### config.mk
export PLATFORM = sky130hd
export DESIGN_NAME = selective_repeat_reorder_receiver
export DESIGN_NICKNAME = d
export VERILOG_FILES = /design/src/design/srr_pkg.sv /design/src/design/selective_repeat_reorder_receiver.sv
export VERILOG_INCLUDE_DIRS = /design/src /design/src/design
export SDC_FILE = /design/constraint.sdc
export NUM_CORES = 1
export LEC_CHECK = 0
export BUFFER_PORTS_ARGS = -buffer_cell sky130_fd_sc_hd__buf_4
export CAP_MARGIN = 20
export CORE_UTILIZATION = 30
export DETAILED_ROUTE_END_ITERATION = 7
export GPL_TIMING_DRIVEN = 0
export HOLD_SLACK_MARGIN = 0.03
export PLACE_DENSITY = 0.56
export SYNTH_ARGS = -nofsm -noshare
export SYNTH_HDL_FRONTEND = slang
export SYNTH_SLANG_ARGS = --single-unit
export TNS_END_PERCENT = 1
### constraint.sdc
create_clock -name clk -period 10.15 [get_ports clk]
set_clock_uncertainty 0.15 [all_clocks]
set_input_delay 2.03 -clock clk [delete_from_list [all_inputs] [get_ports clk]]
set_output_delay 2.03 -clock clk [all_outputs]
set_load 0.02 [all_outputs]
### src/design/selective_repeat_reorder_receiver_assert.svh
// assertion macros for the selective repeat reorder receiver
`ifndef SELECTIVE_REPEAT_REORDER_RECEIVER_ASSERT_SVH
`define SELECTIVE_REPEAT_REORDER_RECEIVER_ASSERT_SVH
`ifndef NO_ASSERTIONS
`define SRR_ASSERT_IMPL(label, clk, rst_n, prop, msg) \
	label: assert property (@(posedge clk) disable iff (!rst_n) prop) else $error(msg);
`define SRR_ASSERT_NEXT(label, clk, rst_n, pre, post, msg) \
	label: assert property (@(posedge clk) disable iff (!rst_n) pre |=> post) else $error(msg);
`else
`define SRR_ASSERT_IMPL(label, clk, rst_n, prop, msg)
`define SRR_ASSERT_NEXT(label, clk, rst_n, pre, post, msg)
`endif
`endif

### src/design/srr_pkg.sv
// shared types for the selective repeat reorder receiver
`timescale 1ns / 1ps
`default_nettype none
package srr_pkg;
	typedef enum logic [2:0] {
		ST_IDLE,
		ST_HIST,
		ST_HOLD,
		ST_SCAN,
		ST_DELIV,
		ST_ACK
	} srr_state_t;
	localparam logic KIND_DELIVER = 1'b0;
	localparam logic KIND_ACK     = 1'b1;
	// sequence space and payload cap are fixed by the protocol
	localparam int SEQ_SPACE   = 32768;
	localparam int MAX_PAYLOAD = 1024;
endpackage
`default_nettype wire

### src/design/selective_repeat_reorder_receiver.sv
// top level: segment receive, history check, reorder store and drain sequencer
//
//  channel | signals                                        | dir
//  cfg     | cfg_we, cfg_data                               | in
//  in      | in_valid, in_ready, seg_seqno, payload_len     | in
//  out     | out_valid, out_ready, kind, out_seqno, out_len, dropped, last | out
//
// one segment is accepted in idle, then the history scan runs over the history count
// entries (HISTORY_DEPTH when full), a free slot search and a scan per drained
// segment run over up to HOLD_DEPTH entries, and a final scan of the store ends in a
// miss (one compare a cycle over the reorder store); each result beat waits for
// out_ready. in_ready is high only in idle; a stalled output holds the sequencer.
// reset clears valid bits, history count and head; store contents stay unset.
`timescale 1ns / 1ps
`default_nettype none
`include "selective_repeat_reorder_receiver_assert.svh"
module selective_repeat_reorder_receiver import srr_pkg::*; #(
	parameter int HISTORY_DEPTH = 32,
	parameter int HOLD_DEPTH    = 32
) (
	input  wire logic        clk,
	input  wire logic        arst_n,
	input  wire logic        cfg_we,
	input  wire logic [15:0] cfg_data,
	input  wire logic        in_valid,
	output logic             in_ready,
	input  wire logic [15:0] seg_seqno,
	input  wire logic [10:0] payload_len,
	output logic             out_valid,
	input  wire logic        out_ready,
	output logic             kind,
	output logic [15:0]      out_seqno,
	output logic [10:0]      out_len,
	output logic             dropped,
	output logic             last
);
	localparam int HW = (HISTORY_DEPTH > 1) ? $clog2(HISTORY_DEPTH) : 1;
	localparam int DW = (HOLD_DEPTH > 1) ? $clog2(HOLD_DEPTH) : 1;
	localparam int CW = $clog2(HISTORY_DEPTH + 1);
	localparam int BW = 6;
	localparam logic [16:0] SPACE = 17'(SEQ_SPACE);
	localparam logic [10:0] MAXP = 11'(MAX_PAYLOAD);
	localparam logic [BW-1:0] BUDGET = 6'd32;

	srr_state_t state_q, state_d;
	logic [15:0] base_q, seq_q;
	logic [10:0] len_q;
	logic drop_q;
	logic [HW-1:0] hidx_q, head_q;
	logic [CW-1:0] count_q;
	logic [DW-1:0] sidx_q;
	logic [BW-1:0] nres_q;
	logic [15:0] recent_q [HISTORY_DEPTH];
	logic [15:0] hseq_q [HOLD_DEPTH];
	logic [10:0] hlen_q [HOLD_DEPTH];
	logic [HOLD_DEPTH-1:0] hvalid_q;
	logic [15:0] dseq_q;
	logic [10:0] dlen_q;
	logic ov_q;

	logic in_beat, out_beat;
	logic [10:0] len_sat;
	logic [16:0] sum;
	logic [15:0] adv_base;
	logic hist_hit, hist_end, scan_hit, scan_end;

	assign in_beat  = in_valid && in_ready;
	assign out_beat = out_valid && out_ready;
	assign len_sat  = (payload_len > MAXP) ? MAXP : payload_len;
	assign hist_hit = ({{(CW-HW){1'b0}}, hidx_q} < count_q) && (recent_q[hidx_q] == seq_q);
	assign hist_end = ({{(CW-HW){1'b0}}, hidx_q} >= count_q) ||
		(hidx_q == HW'(HISTORY_DEPTH - 1));
	assign scan_hit = hvalid_q[sidx_q] && (hseq_q[sidx_q] == base_q);
	assign scan_end = (sidx_q == DW'(HOLD_DEPTH - 1));

	// adder for the expected base, one subtract of the space
	always_comb begin
		sum = {1'b0, base_q} + {6'd0, dlen_q};
		adv_base = (sum >= SPACE) ? 16'(sum - SPACE) : sum[15:0];
	end

	// next state
	always_comb begin
		state_d = state_q;
		unique case (state_q)
			ST_IDLE:  if (in_valid) state_d = ST_HIST;
			ST_HIST: begin
				if (hist_hit) state_d = ST_SCAN;
				else if (hist_end) state_d = (seq_q == base_q) ? ST_DELIV : ST_HOLD;
			end
			ST_HOLD:  if (!hvalid_q[sidx_q] || scan_end) state_d = ST_SCAN;
			ST_SCAN: begin
				if (nres_q >= BUDGET) state_d = ST_ACK;
				else if (scan_hit) state_d = ST_DELIV;
				else if (scan_end) state_d = ST_ACK;
			end
			ST_DELIV: if (out_ready) state_d = ST_SCAN;
			ST_ACK:   if (out_ready) state_d = ST_IDLE;
			default:  state_d = ST_IDLE;
		endcase
	end

	// outputs
	always_comb begin
		in_ready  = (state_q == ST_IDLE);
		out_valid = (state_q == ST_DELIV) || (state_q == ST_ACK);
		kind      = (state_q == ST_ACK) ? KIND_ACK : KIND_DELIVER;
		out_seqno = (state_q == ST_ACK) ? seq_q : dseq_q;
		out_len   = (state_q == ST_ACK) ? 11'd0 : dlen_q;
		dropped   = (state_q == ST_ACK) && drop_q;
		last      = (state_q == ST_ACK);
	end

	// control registers
	always_ff @(posedge clk or negedge arst_n) begin
		if (!arst_n) begin
			state_q  <= ST_IDLE;
			base_q   <= 16'd0;
			count_q  <= '0;
			head_q   <= '0;
			hvalid_q <= '0;
			ov_q     <= 1'b0;
		end else begin
			state_q <= state_d;
			if (cfg_we) base_q <= (cfg_data >= SPACE[15:0]) ?
				16'(cfg_data - SPACE[15:0]) : cfg_data;
			if (state_q == ST_HIST && !hist_hit && hist_end) begin
				head_q <= (head_q == HW'(HISTORY_DEPTH - 1)) ? '0 : head_q + 1'b1;
				if (count_q < CW'(HISTORY_DEPTH)) count_q <= count_q + 1'b1;
				if (seq_q == base_q) ov_q <= 1'b1;
			end
			if (state_q == ST_HOLD && !hvalid_q[sidx_q]) hvalid_q[sidx_q] <= 1'b1;
			if (state_q == ST_SCAN && nres_q < BUDGET && scan_hit) begin
				hvalid_q[sidx_q] <= 1'b0;
				ov_q <= 1'b1;
			end
			if (state_q == ST_DELIV && out_ready && ov_q) begin
				base_q <= adv_base;
			end
			if (state_q == ST_DELIV && out_ready) ov_q <= 1'b0;
		end
	end

	// datapath registers and stores
	always_ff @(posedge clk) begin
		if (in_beat) begin
			seq_q   <= seg_seqno;
			len_q   <= len_sat;
			drop_q  <= 1'b0;
			hidx_q  <= '0;
			sidx_q  <= '0;
			nres_q  <= '0;
		end
		if (state_q == ST_HIST) begin
			hidx_q <= hidx_q + 1'b1;
			if (!hist_hit && hist_end) begin
				recent_q[head_q] <= seq_q;
				sidx_q <= '0;
				if (seq_q == base_q) begin
					dseq_q <= seq_q;
					dlen_q <= len_q;
					nres_q <= 6'd1;
				end
			end
		end
		if (state_q == ST_HOLD) begin
			if (!hvalid_q[sidx_q]) begin
				hseq_q[sidx_q] <= seq_q;
				hlen_q[sidx_q] <= len_q;
				sidx_q <= '0;
			end else if (scan_end) begin
				drop_q <= 1'b1;
				sidx_q <= '0;
			end else sidx_q <= sidx_q + 1'b1;
		end
		if (state_q == ST_SCAN) begin
			if (scan_hit && nres_q < BUDGET) begin
				dseq_q <= hseq_q[sidx_q];
				dlen_q <= hlen_q[sidx_q];
				nres_q <= nres_q + 1'b1;
				sidx_q <= '0;
			end else sidx_q <= scan_end ? '0 : sidx_q + 1'b1;
		end
	end

	`SRR_ASSERT_NEXT(a_ack_idle, clk, arst_n, (state_q == ST_ACK && out_ready), in_ready, "ack not followed by idle")
	`SRR_ASSERT_IMPL(a_busy, clk, arst_n, (out_valid |-> !in_ready), "ready while result pending")
	`SRR_ASSERT_IMPL(a_last, clk, arst_n, (out_valid && last |-> kind == KIND_ACK), "last on deliver")
	`SRR_ASSERT_IMPL(a_budget, clk, arst_n, (out_valid && !last |-> nres_q <= BUDGET), "result budget exceeded")
endmodule
`default_nettype wire

# == After elaboration in Yosys (flattened, before gate mapping) ==
# Memories as Yosys holds them, arrays and structs flattened. A register that Yosys moved wholly into a read port is not among the register bits.
# Cells that the tools add are included.
# word_totals
reg_bits,134
mem_bits_rw,1376
output_inout_bits,32
n_memories,3
# memory_table
name,words,word_bits,rd,rd_clocked_by_memory_dff,wr,line,text
hseq_q,32,16,1,1,1,selective_repeat_reorder_receiver.sv:54,logic [15:0] hseq_q [HOLD_DEPTH];
recent_q,32,16,1,1,1,selective_repeat_reorder_receiver.sv:53,logic [15:0] recent_q [HISTORY_DEPTH];
hlen_q,32,11,1,1,1,selective_repeat_reorder_receiver.sv:55,logic [10:0] hlen_q [HOLD_DEPTH];
# classes
n_addsub,8
magnitude_cmp,10
n_eq_ne,17
mux,66
bitwise_logic,3
reduce_logical,27
# ops
op,n
$mux 16,10
$mux 11,6
$mux 32,2
$mux 5,12
$eq 16x16->1,3
$mux 6,6
$and 32x32->32,1
$not 32->32,1
$or 32x32->32,1
$sub 16x16->16 const B,2
$mux 3,10
$pmux 3 s6,1
$add 16x11->17,1
$ge 17x16->1 const B,1
$mux 1,17
$ge 16x16->1 const B,1
$add 5x1->5 const B,3
$eq 5x5->1 const B,3
$logic_and 1x1->1,14
$add 6x1->6 const B,2
$lt 6x6->1 const B,2
$gt 11x11->1 const B,1
$ne 2x2->1 const B,4
$eq 3x2->1 const B,2
18 further kinds,25

# == Depth between registers and ports, before layout ==
# logic_depth
word_depth,8
ltp_mapped,17
depth_no_buf,12

# == Worst setup path after synthesis ==
# No wires, ideal clock.
# synth_timing
path_kind,register -> register
start,register sidx_q[0]
end,memory hlen_q[15][0] (enable)
setup_ns,0.453
arrival_time_ns,4.676
required_ns,9.547
path_slack_ns,4.871
stages_incl_launch_ff,12
period_less_slack_ns,5.279
path_cell_list,dfxtp_1 -> buf_2 -> buf_2 -> buf_4 -> buf_2 -> mux4_2 -> a22oi_1 -> nand4_1 -> inv_1 -> and3_1 -> nand3_1 -> nor3b_1
# synth_between
elab_chain_cells,5
# synth_lines
element,line,text
start: declaration,selective_repeat_reorder_receiver.sv:51,logic [DW-1:0] sidx_q;
start signal: assignment,selective_repeat_reorder_receiver.sv:174,end else sidx_q <= sidx_q + 1'b1;
start signal: assignment,selective_repeat_reorder_receiver.sv:182,end else sidx_q <= scan_end ? '0 : sidx_q + 1'b1;
$bmux 1 s5,selective_repeat_reorder_receiver.sv:167,if (!hvalid_q[sidx_q]) begin
$mux 1 (not written as such),selective_repeat_reorder_receiver.sv:167,
$mux 1,selective_repeat_reorder_receiver.sv:167,
$mux 1,selective_repeat_reorder_receiver.sv:166,if (state_q == ST_HOLD) begin
$mux 1 (not written as such),selective_repeat_reorder_receiver.sv:169,hlen_q[sidx_q] <= len_q;
end: declaration,selective_repeat_reorder_receiver.sv:55,
# Several ways; a longest one is shown, not always the timed one. The select of a mux whose other input is x is not followed.

==> impl_results.html <==
<table>
<tr><th>Metric</th><th>Value</th></tr>
<tr><th colspan="2">Clock tree</th></tr>
<tr><td>H-tree depth</td><td>4</td></tr>
<tr><td>CTS tree</td><td>done</td></tr>
<tr><td>Clock Tree Buf Depth</td><td>3</td></tr>
<tr><td>CTS sink cnt</td><td>1515</td></tr>
<tr><td>CTS hold repair buffers</td><td>0</td></tr>
<tr><td>Clock transition at the register clock pins on the worst setup and hold paths after CTS</td><td>approximately 60 ps</td></tr>
<tr><td>PostCTS Resize Cnt</td><td>0</td></tr>
<tr><td>Number of post-CTS setup repair buffers</td><td>0</td></tr>
<tr><td>Number of buffers created by CTS</td><td>about 150</td></tr>
<tr><td>Clock Latency Late Sink</td><td>about 800 ps</td></tr>
<tr><td>Buffer type at the clock tree root</td><td>clkbuf_16</td></tr>
<tr><th colspan="2">Pwr</th></tr>
<tr><td>Reported net switching power</td><td>5.23 mW</td></tr>
<tr><td>Static leakage</td><td>24.0 nW</td></tr>
<tr><td>Clock Power Share</td><td>0.327</td></tr>
<tr><td>Peak supply drop</td><td>0.154 mV</td></tr>
<tr><td>Switching share of total power</td><td>0.302</td></tr>
<tr><td>Reg power frac</td><td>0.421</td></tr>
<tr><td>Power per cell area</td><td>240 nW/um2</td></tr>
<tr><td>Power share of the combinational group</td><td>0.252</td></tr>
<tr><td>Total internal power</td><td>12.1 mW</td></tr>
<tr><th colspan="2">Drt</th></tr>
<tr><td>DR vias</td><td>between 30k and 40k</td></tr>
<tr><td>DRC viols</td><td>0</td></tr>
<tr><td>Via density</td><td>a little over 5</td></tr>
<tr><td>First-pass DRT Iterations</td><td>6</td></tr>
<tr><td>DRT Wirelength</td><td>approximately 190000 um</td></tr>
<tr><td>Post-detailed-route count of antenna-violating nets</td><td>0</td></tr>
<tr><td>Number of design-rule violations left by the first detailed-router iteration</td><td>4090</td></tr>
<tr><td>Routed wire per std cell</td><td>28.9 um</td></tr>
<tr><th colspan="2">Setup path</th></tr>
<tr><td>Cell depth of the worst flop-to-flop path</td><td>16</td></tr>
<tr><td>Critical Path Fanout Max</td><td>10</td></tr>
<tr><td>Kind of critical path</td><td>register to register</td></tr>
<tr><td>CP most frequent cell</td><td>buf_2</td></tr>
<tr><td>Crit-path max cell delay</td><td>~870 ps</td></tr>
<tr><td>CP max-delay cell</td><td>and3_1</td></tr>
<tr><td>Critical path capture point type</td><td>register</td></tr>
<tr><td>Req. time, crit path</td><td>10470 ps</td></tr>
<tr><td>Critical path, cell by cell</td><td>buf_2 -&gt; buf_2 -&gt; buf_1 -&gt; buf_1 -&gt; mux2i_1 -&gt; a22oi_1 -&gt; nand3_1 -&gt; nand3_1 -&gt; xor2_1 -&gt; nor4_1 -&gt; nand4_1 -&gt; and2_1 -&gt; buf_2 -&gt; clkbuf_1 -&gt; and3_1 -&gt; buf_8</td></tr>
<tr><td>Worst EP arrival</td><td>about 7000 ps</td></tr>
<tr><td>Sort of element at the start of the critical path</td><td>register</td></tr>
<tr><th colspan="2">STA</th></tr>
<tr><td>Upper clock frequency limit</td><td>0.150 GHz</td></tr>
<tr><td>Worst-case headroom to the max-slew limit</td><td>0.148</td></tr>
<tr><td>Final Hold Fails</td><td>0</td></tr>
<tr><td>Final setup margin</td><td>3500 ps</td></tr>
<tr><td>Setup repair after global routing missed its margin</td><td>false</td></tr>
<tr><td>Final max-slew violation count</td><td>0</td></tr>
<tr><td>Crit path time final</td><td>6650 ps</td></tr>
<tr><td>Setup violations, final</td><td>0</td></tr>
<tr><td>Portion of the clock cycle consumed by the worst path in the final layout</td><td>0.655</td></tr>
<tr><td>Transition time at the pin with the least slew margin</td><td>1280 ps</td></tr>
<tr><th colspan="2">Floorplanning</th></tr>
<tr><td>Ports</td><td>80</td></tr>
<tr><td>Die ar.</td><td>202000 um2</td></tr>
<tr><td>Row cnt</td><td>164</td></tr>
<tr><td>Placeable core region</td><td>200000 um2</td></tr>
<tr><td>Die Y</td><td>450 um</td></tr>
<tr><td>DIE WIDTH</td><td>450 um</td></tr>
<tr><td>Starting utilization of the core area</td><td>0.302</td></tr>
<tr><th colspan="2">Yosys</th></tr>
<tr><td>Largest area contributor in the synthesized netlist</td><td>edfxtp_1</td></tr>
<tr><td>Fraction of registers with async set/reset</td><td>0.0416</td></tr>
<tr><td>Top_reg_cell synth</td><td>edfxtp_1</td></tr>
<tr><td>Nets in the synthesized netlist</td><td>3378</td></tr>
<tr><td>Number of synthesized register bits</td><td>1515</td></tr>
<tr><td>Post-synth top area share</td><td>0.702</td></tr>
<tr><td>Dominant cells by area after synthesis</td><td>edfxtp_1, mux4_2, mux2i_1, dfrtp_1, dfxtp_1</td></tr>
<tr><td>Synthesized instance count</td><td>3298</td></tr>
<tr><td>Post-synthesis average cell area</td><td>18.3 um2</td></tr>
<tr><td>Synth warn</td><td>0</td></tr>
<tr><td>Post-synthesis cell area</td><td>roughly 60000 um2</td></tr>
<tr><td>Distinct cell type count after synthesis</td><td>74</td></tr>
<tr><td>Part of the Yosys area used for sequential elements</td><td>0.743</td></tr>
<tr><td>Count of flip-flops with a built-in enable after synthesis</td><td>1408</td></tr>
<tr><th colspan="2">Place</th></tr>
<tr><td>Placed inst area</td><td>67100 um2</td></tr>
<tr><td>Routability-driven placement congestion ratio</td><td>0.839</td></tr>
<tr><td>Post-placement worst setup slack</td><td>between 3000 and 4000 ps</td></tr>
<tr><td>Placed Cells</td><td>6150</td></tr>
<tr><td>Hpwl dp</td><td>between 100000 and 150000 um</td></tr>
<tr><td>Port buffer count</td><td>77</td></tr>
<tr><th colspan="2">GRT</th></tr>
<tr><td>All-layer global routing usage</td><td>0.180</td></tr>
<tr><td>Global-route wire length before repair</td><td>258000 um</td></tr>
<tr><td>GRT overflow</td><td>0</td></tr>
<tr><td>Pin count of the biggest net entering global routing</td><td>64</td></tr>
<tr><td>Number of global-route vias before repair</td><td>between 30k and 40k</td></tr>
<tr><td>Antenna violations before repair</td><td>15</td></tr>
<tr><th colspan="2">Layout</th></tr>
<tr><td>Most common cell after layout, fill and taps aside</td><td>edfxtp_1</td></tr>
<tr><td>Final std cell area, no fill</td><td>72100 um2</td></tr>
<tr><td>Number of nets in the layout</td><td>approximately 3.7k</td></tr>
<tr><td>Area overhead of the layout relative to synthesis</td><td>19.7%</td></tr>
<tr><td>Share of post-route cells with drive strength above 1</td><td>0.202</td></tr>
<tr><td>Most frequent cells in the layout</td><td>edfxtp_1, mux2i_1, mux4_2</td></tr>
<tr><td>Finished Layout Cells</td><td>roughly 6.4k</td></tr>
<tr><th colspan="2">Run</th></tr>
<tr><td>Max-cap viol count</td><td>0</td></tr>
<tr><th colspan="2">Min path</th></tr>
<tr><td>Class of the worst hold path</td><td>register to register</td></tr>
<tr><td>Depth of the worst hold-timing path</td><td>1</td></tr>
<tr><th colspan="2">Status</th></tr>
<tr><td>Outcome</td><td>complete, no violations</td></tr>
</table>
[cell usage after synthesis (35+ instances only)]
library cell,number
mux2i_1,376
a22oi_1,80
dfrtp_1,63
nand2_1,95
a21oi_1,81
dfxtp_1,44
nand3_1,47
clkbuf_1,90
xor2_1,35
buf_2,65
o22ai_1,129
edfxtp_1,1408
nor4_1,40
and3_1,48
mux4_2,197
nor2_1,120
[area by class of cell]
| cell class | instances | area [um2] |
|---|---|---|
| antenna | 6 | 15.0 |
| buffer | 181 | 811 |
| clock buffer | 186 | 4090 |
| clock inverter | 85 | 838 |
| fill | 18400 | 128000 |
| inverter | 32 | 120 |
| multi-input combinational | 1570 | 14800 |
| sequential | 1515 | 44700 |
| tap | 2656 | 3320 |
| timing repair buffer | 199 | 3380 |
[through the flow]
step | total power, mW | utilization | setup TNS [ps] | hold slack, ps
4_1_cts | 17.4 | 0.361 | 0 | 328
5_1_grt | 17.9 | 0.361 | 0 | 342
3_3_place_gp | 11.6 | 0.321 | -17890 | 317
3_5_place_dp | 11.8 | 0.336 | 0 | 316
2_1_floorplan | 10.2 | - | 0 | 296
6_report | 17.3 | 0.361 | 0 | 324
[power by group through the flow]
stage                     logic, mW  registers [mW]  clock network, mW
final                          4.36            7.30               5.66
after global routing           4.61            7.32               5.97
after CTS                      4.38            7.31               5.73
after detailed placement       4.36            7.44                  0
after global placement         4.04            7.57                  0
after floorplan                2.73            7.42                  0
[layer usage]
metal	part of all wire	up-vias	GRT usage	wire length, um
li1	-	14100	-	-
met1	0.40	17700	0.229	73700
met2	0.49	1358	0.302	91600
met3	0.064	324	0.0291	11900
met4	0.045	8	0.0830	8390
met5	0.00041	-	0	77
[worst max-delay path: cells and delay by family, from the launching register on]
family | cells | cell delay (ps)
buffers and inverters | 7 | 3080
AND/OR/NAND/NOR | 6 | 2020
XOR/XNOR | 1 | 370
flip-flops | 1 | 300
AO/OA/AOI/OAI | 1 | 180
multiplexers | 1 | 170
[final timing paths]
path	start	endpoint	slack, ps
max in group asynchronous	arst_n	head_q[2]	7960
max reg2reg	register	recent_q[7][4]	3500
min reg2reg	count_q[4]	count_q[4]	320
min in group asynchronous	arst_n	hvalid_q[30]	1190
min	count_q[4]	count_q[4]	320
max	register	recent_q[7][4]	3500
[sequential cells by signal (all words and copies together) (netlist names), named ones only]
register / flops
sidx_q: 5
hvalid_q: 32
ov_q: 1
count_q: 6
hlen_q: 352
seq_q: 16
nres_q: 6
recent_q: 512
drop_q: 1
len_q: 11
head_q: 5
dseq_q: 16
dlen_q: 11
hidx_q: 5
base_q: 16
state_q: 3
hseq_q: 512
[logic make-up after synthesis]
group	count (synthesis)	share of synthesized area
xor+xnor	53	0.00771
buf+inv	213	0.0154
mux	596	0.141
simple gates	491	0.0426
compound gates	398	0.0438
fa+ha+maj	32	0.00677
flops	1515	0.743
Note: power is estimated with default switching activity, not from simulation.
